$ cat config.mk
export PLATFORM = sky130hd
export DESIGN_NAME = glyph_rle_bit_decoder_core
export DESIGN_NICKNAME = d
export VERILOG_FILES = /design/src/rtl/grbd_pkg.sv /design/src/rtl/grbd_front.sv /design/src/rtl/grbd_queue.sv /design/src/rtl/grbd_back.sv /design/src/rtl/glyph_rle_bit_decoder_core.sv
export SDC_FILE = /design/constraint.sdc
export NUM_CORES = 1
export LEC_CHECK = 0
export BUFFER_PORTS_ARGS = -buffer_cell sky130_fd_sc_hd__buf_4
export CORE_MARGIN = 8
export CORE_UTILIZATION = 50
export CTS_BUF_LIST = sky130_fd_sc_hd__clkbuf_8 sky130_fd_sc_hd__clkbuf_16
export CTS_CLUSTER_SIZE = 10
export DETAILED_ROUTE_END_ITERATION = 7
export GPL_ROUTABILITY_DRIVEN = 0
export HOLD_SLACK_MARGIN = 0.1
export PLACE_DENSITY = 0.67
export SLEW_MARGIN = 15
export SYNTH_ARGS = -nofsm -noshare
export SYNTH_HDL_FRONTEND = slang
export SYNTH_SLANG_ARGS = --single-unit
$ cat constraint.sdc
create_clock -name i_clk -period 8.85 [get_ports i_clk]
set_input_delay 0.885 -clock i_clk [delete_from_list [all_inputs] [get_ports i_clk]]
set_output_delay 0.885 -clock i_clk [all_outputs]
set_load 0.005 [all_outputs]
$ cat src/rtl/grbd_pkg.sv
// grbd_pkg: shared types and constants of the glyph run-length bit decoder
// no dependencies; imported by every module of the decoder
`default_nettype none

package grbd_pkg;

    // field widths
    localparam int PIX_W   = 8;
    localparam int CNT_W   = 6;
    localparam int BPP_W   = 4;
    localparam int TOTAL_W = 16;
    localparam int SEEN_W  = 4;

    // stream format
    localparam int COUNT_FIELD_BITS  = 6;
    localparam int REPEAT_ONES_LIMIT = 11;

    // reset values of the registers
    localparam logic [BPP_W-1:0]   BPP_RESET   = 4'd4;
    localparam logic [TOTAL_W-1:0] TOTAL_RESET = 16'd1;

    // command queue between front and back
    localparam int QUEUE_DEPTH = 4;
    localparam int QPTR_W      = $clog2(QUEUE_DEPTH);

    // register indexes
    localparam logic CFG_BITS_PER_PIXEL = 1'b0;
    localparam logic CFG_PIXEL_TOTAL    = 1'b1;

    // decode state
    typedef enum logic [3:0] {
        MODE_SINGLE = 4'b0001,
        MODE_REPEAT = 4'b0010,
        MODE_COUNT  = 4'b0100,
        MODE_RAW    = 4'b1000
    } t_mode;

    // one run of identical pixels, final copy flagged when it ends the glyph
    typedef struct packed {
        logic [PIX_W-1:0] value;
        logic [CNT_W-1:0] count;
        logic             last;
    } t_cmd;

    // queue status seen by the back end
    typedef struct packed {
        logic empty;
        t_cmd head;
    } t_qstat;

endpackage

`default_nettype wire

$ cat src/rtl/grbd_front.sv
// grbd_front: bit-serial field gathering, mode tracking and pixel accounting
// depends on grbd_pkg; pushes run commands into grbd_queue
`default_nettype none

module grbd_front
    import grbd_pkg::*;
(
    input  wire logic               i_clk,
    input  wire logic               i_rst_n,
    input  wire logic               i_valid,
    input  wire logic               i_stream_bit,
    output logic                    o_stall,
    input  wire logic [BPP_W-1:0]   i_bits_per_pixel,
    input  wire logic [TOTAL_W-1:0] i_pixel_total,
    input  wire logic               i_queue_full,
    output logic                    o_push,
    output t_cmd                    o_cmd
);

    t_mode              r_mode, n_mode;
    logic [PIX_W-1:0]   r_prev, n_prev;
    logic [CNT_W-1:0]   r_run, n_run;
    logic [PIX_W-1:0]   r_shift, n_shift;
    logic [SEEN_W-1:0]  r_seen, n_seen;
    logic [TOTAL_W-1:0] r_emitted, n_emitted;

    logic               accept;
    logic [SEEN_W-1:0]  depth;
    logic [PIX_W-1:0]   gath_shift;
    logic [SEEN_W-1:0]  gath_seen;
    logic [TOTAL_W-1:0] to_end;
    logic [CNT_W-1:0]   run_cnt;
    logic               rep;

    assign o_stall = i_queue_full;
    assign accept  = i_valid && !i_queue_full;

    // effective pixel depth, clamped to 1..8
    always_comb begin
        if (i_bits_per_pixel == '0) begin
            depth = SEEN_W'(1);
        end else if (i_bits_per_pixel > BPP_W'(PIX_W)) begin
            depth = SEEN_W'(PIX_W);
        end else begin
            depth = i_bits_per_pixel;
        end
    end

    // shift in the new bit, pixels left before the final one
    assign gath_shift = {r_shift[PIX_W-2:0], i_stream_bit};
    assign gath_seen  = r_seen + SEEN_W'(1);
    assign to_end     = i_pixel_total - r_emitted - TOTAL_W'(1);
    assign run_cnt    = gath_shift[CNT_W-1:0];
    assign rep        = (r_mode == MODE_SINGLE) && (r_emitted != '0) && (gath_shift == r_prev);

    // next state and command per accepted stream bit
    always_comb begin
        n_mode    = r_mode;
        n_prev    = r_prev;
        n_run     = r_run;
        n_shift   = r_shift;
        n_seen    = r_seen;
        n_emitted = r_emitted;
        o_push    = 1'b0;
        o_cmd     = '{value: r_prev, count: CNT_W'(1), last: 1'b0};

        if (accept) begin
            case (r_mode)
                MODE_SINGLE, MODE_RAW: begin
                    n_shift = gath_shift;
                    n_seen  = gath_seen;
                    if (gath_seen >= depth) begin
                        o_push    = 1'b1;
                        o_cmd     = '{value: gath_shift, count: CNT_W'(1),
                                      last: (to_end == '0)};
                        n_shift   = '0;
                        n_seen    = '0;
                        n_prev    = gath_shift;
                        n_emitted = r_emitted + TOTAL_W'(1);
                        if (rep) begin
                            n_mode = MODE_REPEAT;
                            n_run  = '0;
                        end else begin
                            n_mode = MODE_SINGLE;
                        end
                    end
                end
                MODE_REPEAT: begin
                    n_run = r_run + CNT_W'(1);
                    if (i_stream_bit) begin
                        if (n_run == CNT_W'(REPEAT_ONES_LIMIT)) begin
                            n_mode  = MODE_COUNT;
                            n_shift = '0;
                            n_seen  = '0;
                        end else begin
                            o_push    = 1'b1;
                            o_cmd     = '{value: r_prev, count: CNT_W'(1),
                                          last: (to_end == '0)};
                            n_emitted = r_emitted + TOTAL_W'(1);
                        end
                    end else begin
                        n_mode  = MODE_RAW;
                        n_shift = '0;
                        n_seen  = '0;
                    end
                end
                MODE_COUNT: begin
                    n_shift = gath_shift;
                    n_seen  = gath_seen;
                    if (gath_seen >= SEEN_W'(COUNT_FIELD_BITS)) begin
                        n_shift = '0;
                        n_seen  = '0;
                        n_run   = '0;
                        n_mode  = MODE_RAW;
                        if (run_cnt != '0) begin
                            o_push = 1'b1;
                            if (to_end < TOTAL_W'(run_cnt)) begin
                                // run cut short by the end of the glyph
                                o_cmd = '{value: r_prev,
                                          count: to_end[CNT_W-1:0] + CNT_W'(1),
                                          last: 1'b1};
                            end else begin
                                o_cmd = '{value: r_prev, count: run_cnt, last: 1'b0};
                            end
                            n_emitted = r_emitted + TOTAL_W'(run_cnt);
                        end
                    end
                end
                default: begin
                    n_mode = MODE_SINGLE;
                end
            endcase

            // end of glyph: rearm for the next one
            if (o_push && o_cmd.last) begin
                n_mode    = MODE_SINGLE;
                n_prev    = '0;
                n_run     = '0;
                n_shift   = '0;
                n_seen    = '0;
                n_emitted = '0;
            end
        end
    end

    // state registers
    always_ff @(posedge i_clk) begin
        if (!i_rst_n) begin
            r_mode    <= MODE_SINGLE;
            r_prev    <= '0;
            r_run     <= '0;
            r_shift   <= '0;
            r_seen    <= '0;
            r_emitted <= '0;
        end else begin
            r_mode    <= n_mode;
            r_prev    <= n_prev;
            r_run     <= n_run;
            r_shift   <= n_shift;
            r_seen    <= n_seen;
            r_emitted <= n_emitted;
        end
    end

endmodule

`default_nettype wire

$ cat src/rtl/grbd_queue.sv
// grbd_queue: small command fifo between the front and back ends
// depends on grbd_pkg for the command type and depth
`default_nettype none

module grbd_queue
    import grbd_pkg::*;
(
    input  wire logic i_clk,
    input  wire logic i_rst_n,
    input  wire logic i_push,
    input  wire t_cmd i_cmd,
    input  wire logic i_pop,
    output logic      o_full,
    output t_qstat    o_stat
);

    t_cmd              r_mem [QUEUE_DEPTH];
    logic [QPTR_W-1:0] r_wr, n_wr;
    logic [QPTR_W-1:0] r_rd, n_rd;
    logic [QPTR_W:0]   r_fill, n_fill;

    assign o_full = (r_fill == (QPTR_W+1)'(QUEUE_DEPTH));
    assign o_stat = '{empty: (r_fill == '0), head: r_mem[r_rd]};

    // pointer and fill updates
    always_comb begin
        n_wr   = r_wr;
        n_rd   = r_rd;
        n_fill = r_fill;
        if (i_push) begin
            n_wr = r_wr + QPTR_W'(1);
        end
        if (i_pop) begin
            n_rd = r_rd + QPTR_W'(1);
        end
        if (i_push && !i_pop) begin
            n_fill = r_fill + (QPTR_W+1)'(1);
        end else if (i_pop && !i_push) begin
            n_fill = r_fill - (QPTR_W+1)'(1);
        end
    end

    // storage
    always_ff @(posedge i_clk) begin
        if (i_push) begin
            r_mem[r_wr] <= i_cmd;
        end
    end

    always_ff @(posedge i_clk) begin
        if (!i_rst_n) begin
            r_wr   <= '0;
            r_rd   <= '0;
            r_fill <= '0;
        end else begin
            r_wr   <= n_wr;
            r_rd   <= n_rd;
            r_fill <= n_fill;
        end
    end

endmodule

`default_nettype wire

$ cat src/rtl/grbd_back.sv
// grbd_back: expands run commands into pixel words behind an output register
// depends on grbd_pkg; reads the head of grbd_queue
`default_nettype none

module grbd_back
    import grbd_pkg::*;
(
    input  wire logic          i_clk,
    input  wire logic          i_rst_n,
    input  wire t_qstat        i_stat,
    output logic               o_pop,
    output logic               o_valid,
    input  wire logic          i_stall,
    output logic [PIX_W-1:0]   o_pixel_value,
    output logic               o_last_pixel
);

    logic [CNT_W-1:0] r_idx;
    logic             r_valid;
    logic [PIX_W-1:0] r_value;
    logic             r_last;

    logic             load;
    logic             take;
    logic             final_copy;

    // output register may refill when empty or being taken
    assign load       = !r_valid || !i_stall;
    assign take       = load && !i_stat.empty;
    assign final_copy = (r_idx + CNT_W'(1)) == i_stat.head.count;
    assign o_pop      = take && final_copy;

    assign o_valid       = r_valid;
    assign o_pixel_value = r_value;
    assign o_last_pixel  = r_last;

    // copy counter and output word
    always_ff @(posedge i_clk) begin
        if (!i_rst_n) begin
            r_idx   <= '0;
            r_valid <= 1'b0;
        end else if (take) begin
            r_valid <= 1'b1;
            r_idx   <= final_copy ? '0 : r_idx + CNT_W'(1);
        end else if (load) begin
            r_valid <= 1'b0;
        end
    end

    always_ff @(posedge i_clk) begin
        if (take) begin
            r_value <= i_stat.head.value;
            r_last  <= i_stat.head.last && final_copy;
        end
    end

endmodule

`default_nettype wire

$ cat src/rtl/glyph_rle_bit_decoder_core.sv
// a bit that completes a pixel passes through the command queue and then the output register to o_valid
// throughput: one stream bit per cycle while the command queue is not full; a run of N copies
// gives N output words, and the four-entry command queue stalls the stream while the output drains
// reset: synchronous active-low i_rst_n empties the queue and output register,
// restores decode state, and sets bits_per_pixel to 4 and pixel_total to 1
// top level: configuration registers and the front / queue / back pipeline
// depends on grbd_pkg, grbd_front, grbd_queue, grbd_back
`default_nettype none

module glyph_rle_bit_decoder_core
    import grbd_pkg::*;
(
    input  wire logic               i_clk,
    input  wire logic               i_rst_n,
    input  wire logic               i_valid,
    output logic                    o_stall,
    input  wire logic               i_stream_bit,
    output logic                    o_valid,
    input  wire logic               i_stall,
    output logic [PIX_W-1:0]        o_pixel_value,
    output logic                    o_last_pixel,
    input  wire logic               i_cfg_valid,
    output logic                    o_cfg_ready,
    input  wire logic               i_cfg_index,
    input  wire logic [TOTAL_W-1:0] i_cfg_data
);

    logic [BPP_W-1:0]   r_bits_per_pixel;
    logic [TOTAL_W-1:0] r_pixel_total;

    logic   queue_full;
    logic   push;
    t_cmd   cmd;
    logic   pop;
    t_qstat qstat;

    assign o_cfg_ready = 1'b1;

    // configuration registers
    always_ff @(posedge i_clk) begin
        if (!i_rst_n) begin
            r_bits_per_pixel <= BPP_RESET;
            r_pixel_total    <= TOTAL_RESET;
        end else if (i_cfg_valid && o_cfg_ready) begin
            case (i_cfg_index)
                CFG_BITS_PER_PIXEL: r_bits_per_pixel <= i_cfg_data[BPP_W-1:0];
                CFG_PIXEL_TOTAL:    r_pixel_total    <= i_cfg_data;
                default:            r_pixel_total    <= r_pixel_total;
            endcase
        end
    end

    // stream decode
    grbd_front u_front (
        .i_clk            (i_clk),
        .i_rst_n          (i_rst_n),
        .i_valid          (i_valid),
        .i_stream_bit     (i_stream_bit),
        .o_stall          (o_stall),
        .i_bits_per_pixel (r_bits_per_pixel),
        .i_pixel_total    (r_pixel_total),
        .i_queue_full     (queue_full),
        .o_push           (push),
        .o_cmd            (cmd)
    );

    // run commands in flight
    grbd_queue u_queue (
        .i_clk   (i_clk),
        .i_rst_n (i_rst_n),
        .i_push  (push),
        .i_cmd   (cmd),
        .i_pop   (pop),
        .o_full  (queue_full),
        .o_stat  (qstat)
    );

    // pixel output
    grbd_back u_back (
        .i_clk         (i_clk),
        .i_rst_n       (i_rst_n),
        .i_stat        (qstat),
        .o_pop         (pop),
        .o_valid       (o_valid),
        .i_stall       (i_stall),
        .o_pixel_value (o_pixel_value),
        .o_last_pixel  (o_last_pixel)
    );

endmodule

`default_nettype wire
==> results of run 1 <==
-- per-stage QoR --
| step | area [µm²] | setup WS (ns) | power (W) |
|---|---|---|---|
| after floorplan | 8360 | 5.41 | 0.00117 |
| after global placement | 8710 | 4.83 | 0.00129 |
| after detailed placement | 8710 | 4.70 | 0.00130 |
| after CTS | 9320 | 4.66 | 0.00201 |
| after global routing | 9320 | 4.43 | 0.00210 |
| final | 9320 | 4.70 | 0.00200 |
-- cells by family after synthesis --
group | share of synthesized area, %
AO/OA/AOI/OAI | 14.2
adder cells (fa/ha/maj) | 7.01
AND/OR/NAND/NOR | 18.2
buffers and inverters | 4.22
multiplexers | 6.93
XOR/XNOR | 5.14
other | 0.0449
flip-flops | 44.2
-- path summary, 6_finish.rpt --
path / endpoint / slack, ns / cells past startpoint
setup / recovery: u_front.r_shift[4] / 4.70 / 13
hold / removal: r_pixel_total[2] / 0.46 / 2
setup reg to reg: u_front.r_shift[4] / 4.70 / 13
hold reg to reg: r_pixel_total[2] / 0.46 / 2
-- area by class of cell --
cell class	count	area, µm²	area share, %
inverters	40	150	1.61
multi-input cells	619	4310	46.2
clock buffers	17	425	4.56
flip-flops and latches	150	3690	39.6
repair buffers	38	285	3.06
clock inverters	15	181	1.95
well taps	220	275	2.95
-- layer usage --
layer / global-route usage [%] / vias to the layer above
met4: 6.19 / 0
met3: 3.39 / 26
met1: 23.6 / 2943
li1: - / 3132
met2: 27.7 / 117
met5: 0 / -
-- cell usage in the layout, fill, tap and decap left out, types with 27 or more instances in the layout --
cell type,count
nand2_1,110
dfxtp_1,81
edfxtp_1,69
nor2_1,55
a21oi_1,49
ha_1,42
inv_1,40
buf_4,38
nor3_1,32
xnor2_1,27
-- where the power goes --
| part | switching (W) | leakage [nW] | internal [W] |
|---|---|---|---|
| Combinational | 0.000271 | 2.03 | 0.000190 |
| Sequential | 0.0000395 | 1.28 | 0.000782 |
| Clock | 0.000333 | 0.296 | 0.000383 |
| Total | 0.000643 | 3.60 | 0.00135 |
-- critical path, delay by kind of cell, from the launching register on --
family / cells / cell delay, ns
compound gates: 5 / 1.91
fa+ha+maj: 2 / 0.60
flops: 1 / 0.47
buf+inv: 2 / 0.38
mux: 1 / 0.26
simple gates: 2 / 0.23
xor+xnor: 1 / 0.18
-- registers in the layout, summed over array words and instances (netlist names), 3 cells and up, named ones only --
name,count
u_front.r_prev,8
u_queue.r_fill,3
u_front.r_mode,4
u_back.r_idx,6
u_front.r_run,6
r_bits_per_pixel,4
u_front.r_seen,4
u_front.r_shift,7
u_queue.r_mem,60
u_front.r_emitted,16
u_back.o_pixel_value,8
r_pixel_total,16
==> impl_metrics.json, run 1 <==
{
  "crit_arrival_ns": 4.50,
  "crit_type": "reg2reg",
  "synth_most_common_cell": "nand2_1",
  "path_max_fanout": 34,
  "insertion_delay_ns": 0.42,
  "initial_core_util_pct": 50.8,
  "synth_area_mm2": 0.00836,
  "grt_setup_unrepaired": "false",
  "post_layout_nonfiller_instances": 1099,
  "r2r_start": "u_front.r_emitted[1]",
  "fin_util_pct": 56.6,
  "cts-resized-gates": 0,
  "ys_warn_count": 0,
  "hold_viol_final": 0,
  "crit_path_frequent_cell": "ha_1",
  "hold_slack_ns": 0.463,
  "numClockSinks": 150,
  "syn_to_final_growth_pct": 11.5,
  "met1Wirelength_mm": 8.75,
  "antenna_found_initial": 0,
  "hold_path.startpoint": "r_pixel_total[2]",
  "grt_usage_pct": 17.5,
  "port_buffers": 33,
  "top_layer_used": "met4",
  "synthFlopType": "dfxtp_1",
  "wl_met3_um": 704,
  "fillers": 1472,
  "hp-class": "reg2reg",
  "fin_skew_ns": 0.0105,
  "grt_pass1_wl_mm": 30.4,
  "slew_headroom_pct": 33.9,
  "cp_cell_sequence": "inv_1 -> ha_1 -> a21o_1 -> a221oi_2 -> xnor2_1 -> ha_1 -> nand2_1 -> o31ai_1 -> o32ai_1 -> nor4b_4 -> buf_4 -> o21ai_2 -> mux2i_1",
  "ir_worst_vdd_mv": 0.146,
  "cts.htree.levels": 4,
  "avgSynthCellArea_um2": 9.82,
  "post_drt_wl_per_cell_um": 16.5,
  "leakagePower_nw": 3.60,
  "ys_async_sr_fraction_pct": 0,
  "die_area_mm2": 0.0211,
  "synth_edf_count": 69,
  "drv_cap": 0,
  "layout.nets": 934,
  "synthTopCellsByArea": "edfxtp_1 (25%), dfxtp_1 (19%), ha_1 (6.3%), nand2_1 (4.9%), mux4_2 (4.0%)",
  "cts_setup_buffers": 0,
  "syn_nets": 919,
  "required_ns": 9.20,
  "post-place-cells": 1067,
  "ys_seq_area_share_pct": 44.2,
  "drc": 0,
  "clockBufferDepth": 2,
  "die_w_um": 145,
  "fp.coreArea_mm2": 0.0165,
  "synth-seq-cells": 150,
  "die_h_um": 145,
  "finalMaxSlewViolations": 0,
  "synth.distinct_cells": 69,
  "num_rows": 47,
  "end_kind": "register",
  "drt_iter0_drc": 444,
  "yosys-top-cells-count": "nand2_1 (110), dfxtp_1 (81), edfxtp_1 (69), nor2_1 (55), a21oi_1 (49)",
  "cp_slowest_cell": "o21ai_2",
  "grt_pass1_vias": 5966,
  "num_vias": 6218,
  "via_per_inst": 5.66,
  "period_share_pct": 46.8,
  "worstSetupStartpointType": "register",
  "tightest_slew_ns": 0.990,
  "io_pins": 35,
  "cts_buffers": 17,
  "ant_nets": 0,
  "max_stage_delay_ns": 0.61,
  "cts.clk_slew.worst_paths_ns": 0.07,
  "synth_cells": 851,
  "setup_violations": 0,
  "grt.overflow.total": 0,
  "ctsHoldBuffers": 0,
  "p_per_area_mw_per_mm2": 214,
  "finalCriticalPeriod_ns": 4.15,
  "post_route_cells_drive_above_1_share_pct": 12.1,
  "cts_tree": "yes",
  "fin_setup_tns_ns": 0,
  "drtPass1Iterations": 5,
  "fmax_ghz": 0.241,
  "yosys.area.top_type_share_pct": 24.8,
  "yosysTopAreaCell": "edfxtp_1",
  "grt_start_max_net_pins": 48,
  "clockRootBuffer": "clkbuf_16",
  "routed-wl-met2_mm": 8.40,
  "antenna_cells": 0,
  "status": "completed",
  "place_hpwl_mm": 13.0,
  "totalWireLength_mm": 18.2,
  "cp-startpoint": "u_front.r_emitted[1]"
}
No activity file was read; power rests on OpenSTA's default activity.
==> inputs of run 2 (changes only) <==
--- a/config.mk
+++ b/config.mk
@@ -5,6 +5,7 @@
 export SDC_FILE = /design/constraint.sdc
 export NUM_CORES = 1
 export LEC_CHECK = 0
+export ABC_AREA = 1
 export BUFFER_PORTS_ARGS = -buffer_cell sky130_fd_sc_hd__buf_4
 export CORE_MARGIN = 8
 export CORE_UTILIZATION = 50
@@ -13,7 +14,7 @@
 export DETAILED_ROUTE_END_ITERATION = 7
 export GPL_ROUTABILITY_DRIVEN = 0
 export HOLD_SLACK_MARGIN = 0.1
-export PLACE_DENSITY = 0.67
+export PLACE_DENSITY = 0.69
 export SLEW_MARGIN = 15
 export SYNTH_ARGS = -nofsm -noshare
 export SYNTH_HDL_FRONTEND = slang
==> constraint.sdc (replaced) <==
create_clock -name i_clk -period 3.8 [get_ports i_clk]
set_input_delay 0.38 -clock i_clk [delete_from_list [all_inputs] [get_ports i_clk]]
set_output_delay 0.38 -clock i_clk [all_outputs]
set_load 0.005 [all_outputs]
==> run 2 against run 1 <==
Compared with the run above: hold slack worse by 0.30 ns; critical endpoint is now u_queue.r_fill[2]; first-iteration DRC count fell by 11%; critical path type unchanged; sequential share of layout area down 0.35 points.
==> impl_metrics.json, run 2 <==
{
  "cp_slowest_cell": "dfxtp_1",
  "hold_viol_final": 0,
  "max_stage_delay_ns": 0.43,
  "synth_cells": 1052,
  "drt_iter0_drc": 397,
  "period_share_pct": 88.0,
  "largest_reg_flops": 60,
  "synth_most_common_cell": "nand2_1",
  "required_ns": 4.10,
  "holdPathStages": 3,
  "drtPass1Iterations": 5,
  "setup_violations": 0,
  "end_kind": "register",
  "cts_setup_buffers": 0,
  "synth.distinct_cells": 45,
  "grt_pass1_wl_mm": 30.6,
  "top_register": "u_queue.r_mem",
  "totalWireLength_mm": 17.9,
  "power_frac_seq_pct": 33.4,
  "grt_setup_unrepaired": "false",
  "antenna_found_initial": 0,
  "ctsHoldBuffers": 0,
  "cts_tree": "yes",
  "slew_headroom_pct": 51.9,
  "p_per_area_mw_per_mm2": 718,
  "comb_power_share_pct": 41.0,
  "die_h_um": 145,
  "insertion_delay_ns": 0.43,
  "crit_arrival_ns": 3.65,
  "fmax_ghz": 0.299,
  "worstSetupStartpointType": "register",
  "syn_nets": 1120,
  "cts_buffers": 17,
  "numClockSinks": 150,
  "cp_top_family": "adder cells",
  "num_rows": 47,
  "internal-power_w": 0.00403,
  "clockBufferDepth": 2,
  "grt_usage_pct": 18.5,
  "yosysTopAreaCell": "edfxtp_1",
  "path_max_fanout": 13,
  "fillers": 1485,
  "initial_core_util_pct": 50.4,
  "reg2regPathDepth": 18,
  "die_area_mm2": 0.0209,
  "grt_start_max_net_pins": 48,
  "cts.htree.levels": 4,
  "synth_area_mm2": 0.00827,
  "synthFlopType": "dfxtp_1",
  "crit_path_frequent_cell": "nand2_1",
  "leakagePower_nw": 4.21,
  "crit_type": "reg2reg",
  "drc": 0,
  "power.switching_w": 0.00272,
  "hp-class": "in2reg",
  "final_cell_mix": "nand2_1 (195), nor2_1 (168), inv_1 (141)",
  "via_per_inst": 5.09,
  "num_vias": 6753,
  "drv_cap": 0,
  "clockPowerShare_pct": 25.6,
  "fin_setup_tns_ns": 0,
  "post_drt_wl_per_cell_um": 13.5,
  "swShare_pct": 40.3,
  "worstPathBufferInverterCount": 3,
  "final_common_cell": "nand2_1",
  "io_pins": 35,
  "grt.overflow.total": 0,
  "fp.coreArea_mm2": 0.0164,
  "cts.clk_slew.worst_paths_ns": 0.07,
  "finalCriticalPeriod_ns": 3.34,
  "clockRootBuffer": "clkbuf_16",
  "ant_nets": 0,
  "fin_skew_ns": 0.0111,
  "yosys-top-cells-count": "nand2_1 (195), nor2_1 (168), inv_1 (140), dfxtp_1 (81), o21ai_0 (70)",
  "synth_edf_count": 69,
  "reg_top3": "u_queue.r_mem (60), r_pixel_total (16), u_front.r_emitted (16)",
  "port_buffers": 33,
  "status": "completed",
  "place_hpwl_mm": 13.0,
  "ys_seq_area_share_pct": 44.7,
  "ys_async_sr_fraction_pct": 0,
  "hold_slack_ns": 0.167,
  "ir_worst_vdd_mv": 0.378,
  "post_route_cells_drive_above_1_share_pct": 8.95,
  "cp.depth": 18,
  "synthTopCellsByArea": "edfxtp_1 (25%), dfxtp_1 (20%), nand2_1 (8.8%), nor2_1 (7.6%), ha_1 (6.4%)",
  "finalMaxSlewViolations": 0,
  "power.total_w": 0.00675,
  "grt_pass1_vias": 6335,
  "layout.nets": 1161,
  "antenna_cells": 0,
  "die_w_um": 145,
  "yosys.area.top_type_share_pct": 25.0,
  "synth-seq-cells": 150,
  "avgSynthCellArea_um2": 7.86,
  "tightest_slew_ns": 0.720,
  "syn_to_final_growth_pct": 13.7,
  "fin_util_pct": 57.3,
  "cts-resized-gates": 0,
  "cp_cell_sequence": "nand3_1 -> xor2_1 -> inv_1 -> ha_1 -> nand4_1 -> nand3_1 -> nand2_1 -> a21boi_0 -> nand2_1 -> nand2_1 -> inv_2 -> ha_1 -> inv_1 -> fa_1 -> a21oi_1 -> o21ai_0 -> o21ai_0 -> a21oi_1",
  "ys_warn_count": 0
}
[run 2: worst paths after layout]
check / startpoint / to / slack [ns]
setup / recovery: u_front.r_seen[0] / u_queue.r_fill[2] / 0.46
setup reg to reg: u_front.r_seen[0] / u_queue.r_fill[2] / 0.46
hold / removal: i_cfg_data[0] / r_pixel_total[0] / 0.17
hold reg to reg: u_queue.r_rd[0] / u_queue.r_rd[0] / 0.47
[run 2: cell type report]
type	count	area (µm²)	area share (%)
tap	220	275	2.93
clock inverter	15	188	2.00
inverter	150	563	5.99
timing repair buffer	44	330	3.51
sequential	150	3690	39.3
clock buffer	17	425	4.52
multi-input combinational	730	3930	41.8
[run 2: per-stage QoR]
| step | setup WS (ns) | std cells | cell area [µm²] |
|---|---|---|---|
| after floorplan | 0.757 | 1052 | 8270 |
| after detailed placement | 0.391 | 1294 | 8780 |
| after global routing | 0.0361 | 1326 | 9410 |
| final | 0.457 | 1326 | 9410 |
| after CTS | 0.374 | 1326 | 9390 |
| after global placement | 0.501 | 1294 | 8780 |
[run 2: cell families after synthesis]
| logic type | count (synthesis) | share of synthesized area (%) |
|---|---|---|
| xor+xnor | 34 | 3.60 |
| fa+ha+maj | 45 | 7.08 |
| buf+inv | 172 | 7.99 |
| other cells | 1 | 0.0453 |
| simple gates | 474 | 24.7 |
| compound gates | 176 | 11.9 |
| flops | 150 | 44.7 |
[run 2: routing by layer]
| layer | wire length (µm) | vias up | global-route usage [%] |
|---|---|---|---|
| li1 | - | 3525 | - |
| met1 | 8330 | 3085 | 23.4 |
| met2 | 8590 | 121 | 31.1 |
| met3 | 673 | 22 | 3.73 |
| met4 | 276 | 0 | 5.81 |
| met5 | 0 | - | 0 |
[run 2: worst min-delay path: stages]
cell and delay (ns):
buf_4 0.09, nand2_1 0.05, nand3_1 0.05
[run 2: power by group through the flow]
stage,Sequential (W),Clock (W),Combinational (W)
final,0.00226,0.00173,0.00277
after global routing,0.00229,0.00183,0.00317
after CTS,0.00225,0.00176,0.00276
after detailed placement,0.00229,0,0.00273
after global placement,0.00228,0,0.00270
after floorplan,0.00224,0,0.00206
==> inputs of run 3 (changes only) <==
--- a/config.mk
+++ b/config.mk
@@ -14,7 +14,8 @@
 export DETAILED_ROUTE_END_ITERATION = 7
 export GPL_ROUTABILITY_DRIVEN = 0
 export HOLD_SLACK_MARGIN = 0.1
-export PLACE_DENSITY = 0.69
+export PLACE_DENSITY = 0.67
+export SETUP_SLACK_MARGIN = 0.05
 export SLEW_MARGIN = 15
 export SYNTH_ARGS = -nofsm -noshare
 export SYNTH_HDL_FRONTEND = slang
==> constraint.sdc (replaced) <==
create_clock -name i_clk -period 3.3 [get_ports i_clk]
set_input_delay 0.33 -clock i_clk [delete_from_list [all_inputs] [get_ports i_clk]]
set_output_delay 0.33 -clock i_clk [all_outputs]
set_load 0.005 [all_outputs]
==> run 3 against run 2 <==
Compared with the run above: die area stayed put; sequential cell count stayed put; total power is 17% higher; final area is 2.1% higher; first-iteration DRC count is 26% lower; hold slack worse by 0.045 ns; sequential share of layout area is 0.78 points lower; critical endpoint is now u_front.r_run[5]; largest power group unchanged.
==> impl_metrics.json, run 3 (same netlist as run 2, synthesis figures left out) <==
{
  "status": "completed",
  "final_common_cell": "nand2_1",
  "fin_skew_ns": 0.0112,
  "worstPathBufferInverterCount": 3,
  "cts.htree.levels": 4,
  "cp.depth": 17,
  "clockBufferDepth": 2,
  "end_kind": "register",
  "antenna_cells": 0,
  "reg_top3": "u_queue.r_mem (60), r_pixel_total (16), u_front.r_emitted (16)",
  "drc": 0,
  "drv_cap": 0,
  "grt_setup_unrepaired": "false",
  "worstSetupEndpoint": "u_front.r_run[5]",
  "numClockSinks": 150,
  "layout.nets": 1178,
  "period_share_pct": 91.7,
  "io_pins": 35,
  "clockPowerShare_pct": 24.5,
  "fmax_ghz": 0.330,
  "dp_slack_ns": 0.112,
  "hold_viol_final": 0,
  "r2r-end": "u_front.r_run[5]",
  "ir_worst_vdd_mv": 0.536,
  "swShare_pct": 41.2,
  "slew_headroom_pct": 51.4,
  "max_stage_delay_ns": 0.58,
  "finalCriticalPeriod_ns": 3.03,
  "crit_type": "reg2reg",
  "cts_buffers": 17,
  "top_register": "u_queue.r_mem",
  "power.switching_w": 0.00326,
  "leakagePower_nw": 4.30,
  "place_area_mm2": 0.00888,
  "insertion_delay_ns": 0.43,
  "hp-class": "in2reg",
  "grt_usage_pct": 17.9,
  "grt_pass1_wl_mm": 29.5,
  "ant_nets": 0,
  "cp_slowest_cell": "fa_1",
  "comb_power_share_pct": 42.8,
  "path_max_fanout": 8,
  "cp-startpoint": "r_pixel_total[0]",
  "grt.overflow.total": 0,
  "ff2ff_setup_slack_ns": 0.27,
  "drt_iter0_drc": 293,
  "largest_reg_flops": 60,
  "fin_util_pct": 58.5,
  "r2r_start": "r_pixel_total[0]",
  "die_w_um": 145,
  "fillers": 1519,
  "internal-power_w": 0.00466,
  "finalWorstSetupSlack_ns": 0.273,
  "p_per_area_mw_per_mm2": 826,
  "clockRootBuffer": "clkbuf_16",
  "design_area_mm2": 0.00960,
  "cp_cell_sequence": "ha_1 -> inv_1 -> fa_1 -> inv_1 -> ha_1 -> a21oi_1 -> o21ai_0 -> a21oi_1 -> nor2_1 -> nor2_2 -> nand4_4 -> nand2_4 -> nand2_4 -> nand2_4 -> inv_2 -> nor2_1 -> nor2_1",
  "fp.coreArea_mm2": 0.0164,
  "grt_start_max_net_pins": 48,
  "cts_tree": "yes",
  "die_area_mm2": 0.0209,
  "power_frac_seq_pct": 32.7,
  "cp_top_family": "adder cells",
  "port_buffers": 33,
  "fin_setup_tns_ns": 0,
  "cts.clk_slew.worst_paths_ns": 0.07,
  "multi_input_area_mm2": 0.00401,
  "finalMaxSlewViolations": 0,
  "required_ns": 3.63,
  "num_rows": 47,
  "drtPass1Iterations": 5,
  "num_vias": 6835,
  "post_drt_wl_per_cell_um": 13.3,
  "worstSetupStartpointType": "register",
  "tightest_slew_ns": 0.728,
  "place_hpwl_mm": 13.2,
  "initial_core_util_pct": 50.4,
  "syn_to_final_growth_pct": 16.1,
  "reg2regPathDepth": 17,
  "antenna_found_initial": 0,
  "final_cell_mix": "nand2_1 (193), nor2_1 (167), inv_1 (138)",
  "die_h_um": 145,
  "grt_pass1_vias": 6174,
  "crit_arrival_ns": 3.36,
  "via_per_inst": 5.09,
  "totalWireLength_mm": 17.9,
  "setup_violations": 0,
  "regArea_mm2": 0.00370,
  "post_route_cells_drive_above_1_share_pct": 12.0
}
run 3: changes by cell type in the layout (fill, tap and decap cells not counted), sizes merged:
cell and delta:
clkinvlp -1, bufinv -2, buf +16, dlygate4sd3 +1, inv +3
run 3: power groups by stage:
stage / clock (W) / sequential [W] / combinational [W]
CTS: 0.00197 / 0.00259 / 0.00329
global placement: 0 / 0.00262 / 0.00324
floorplan: 0 / 0.00258 / 0.00237
global route: 0.00205 / 0.00263 / 0.00388
finish: 0.00194 / 0.00259 / 0.00339
detailed placement: 0 / 0.00263 / 0.00327
run 3: area by class of cell:
class                   instances  share of cell area, %
clock buffers                  17                   4.43
clock inverters                15                   1.79
inverters                     150                   5.86
multi-input cells             730                   41.8
flip-flops and latches        150                   38.5
well taps                     220                   2.87
repair buffers                 61                   4.79
run 3: repair_timing:
action,in CTS,in global routing
gates resized for setup,0,24
endpoints found under the setup margin,0,73
hold endpoints to repair,1,0
hold buffers,1,0
setup buffers,0,3
run 3: layer usage:
layer	part of all wire [%]	vias up	routed length (µm)	GRT usage (%)
li1	-	3566	-	-
met2	47	138	8400	29.4
met1	46	3097	8260	22.5
met3	4.3	34	771	3.53
met4	2.5	0	456	8.05
met5	0	-	0	0
run 3: worst min-delay path by stage:
stage	cells past startpoint	end	startpoint
after detailed placement	2	register	u_queue.r_rd[1]
final	3	r_bits_per_pixel[2]	i_cfg_data[2]
after global placement	2	u_queue.r_rd[0]	u_queue.r_rd[0]
after floorplan	2	register	u_queue.r_rd[1]
after CTS	3	r_bits_per_pixel[2]	i_cfg_data[2]
after global routing	3	r_bits_per_pixel[2]	i_cfg_data[2]
run 3: per-stage QoR:
stage	std cells	hold WS [ns]	total power [W]
after floorplan	1052	0.436	0.00495
after global placement	1307	0.453	0.00587
after detailed placement	1307	0.462	0.00590
after CTS	1340	0.118	0.00785
after global routing	1343	0.122	0.00856
final	1343	0.122	0.00793
run 3: worst reg2reg max path, cell delays in order, from the launching register on:
cell     delay [ns]
dfxtp_1        0.34
ha_1           0.16
inv_1          0.05
fa_1           0.58
inv_1          0.09
ha_1           0.27
a21oi_1        0.18
o21ai_0        0.10
a21oi_1        0.13
nor2_1         0.06
nor2_2         0.19
nand4_4        0.17
nand2_4        0.18
nand2_4        0.10
nand2_4        0.11
inv_2          0.07
nor2_1         0.09
nor2_1         0.05
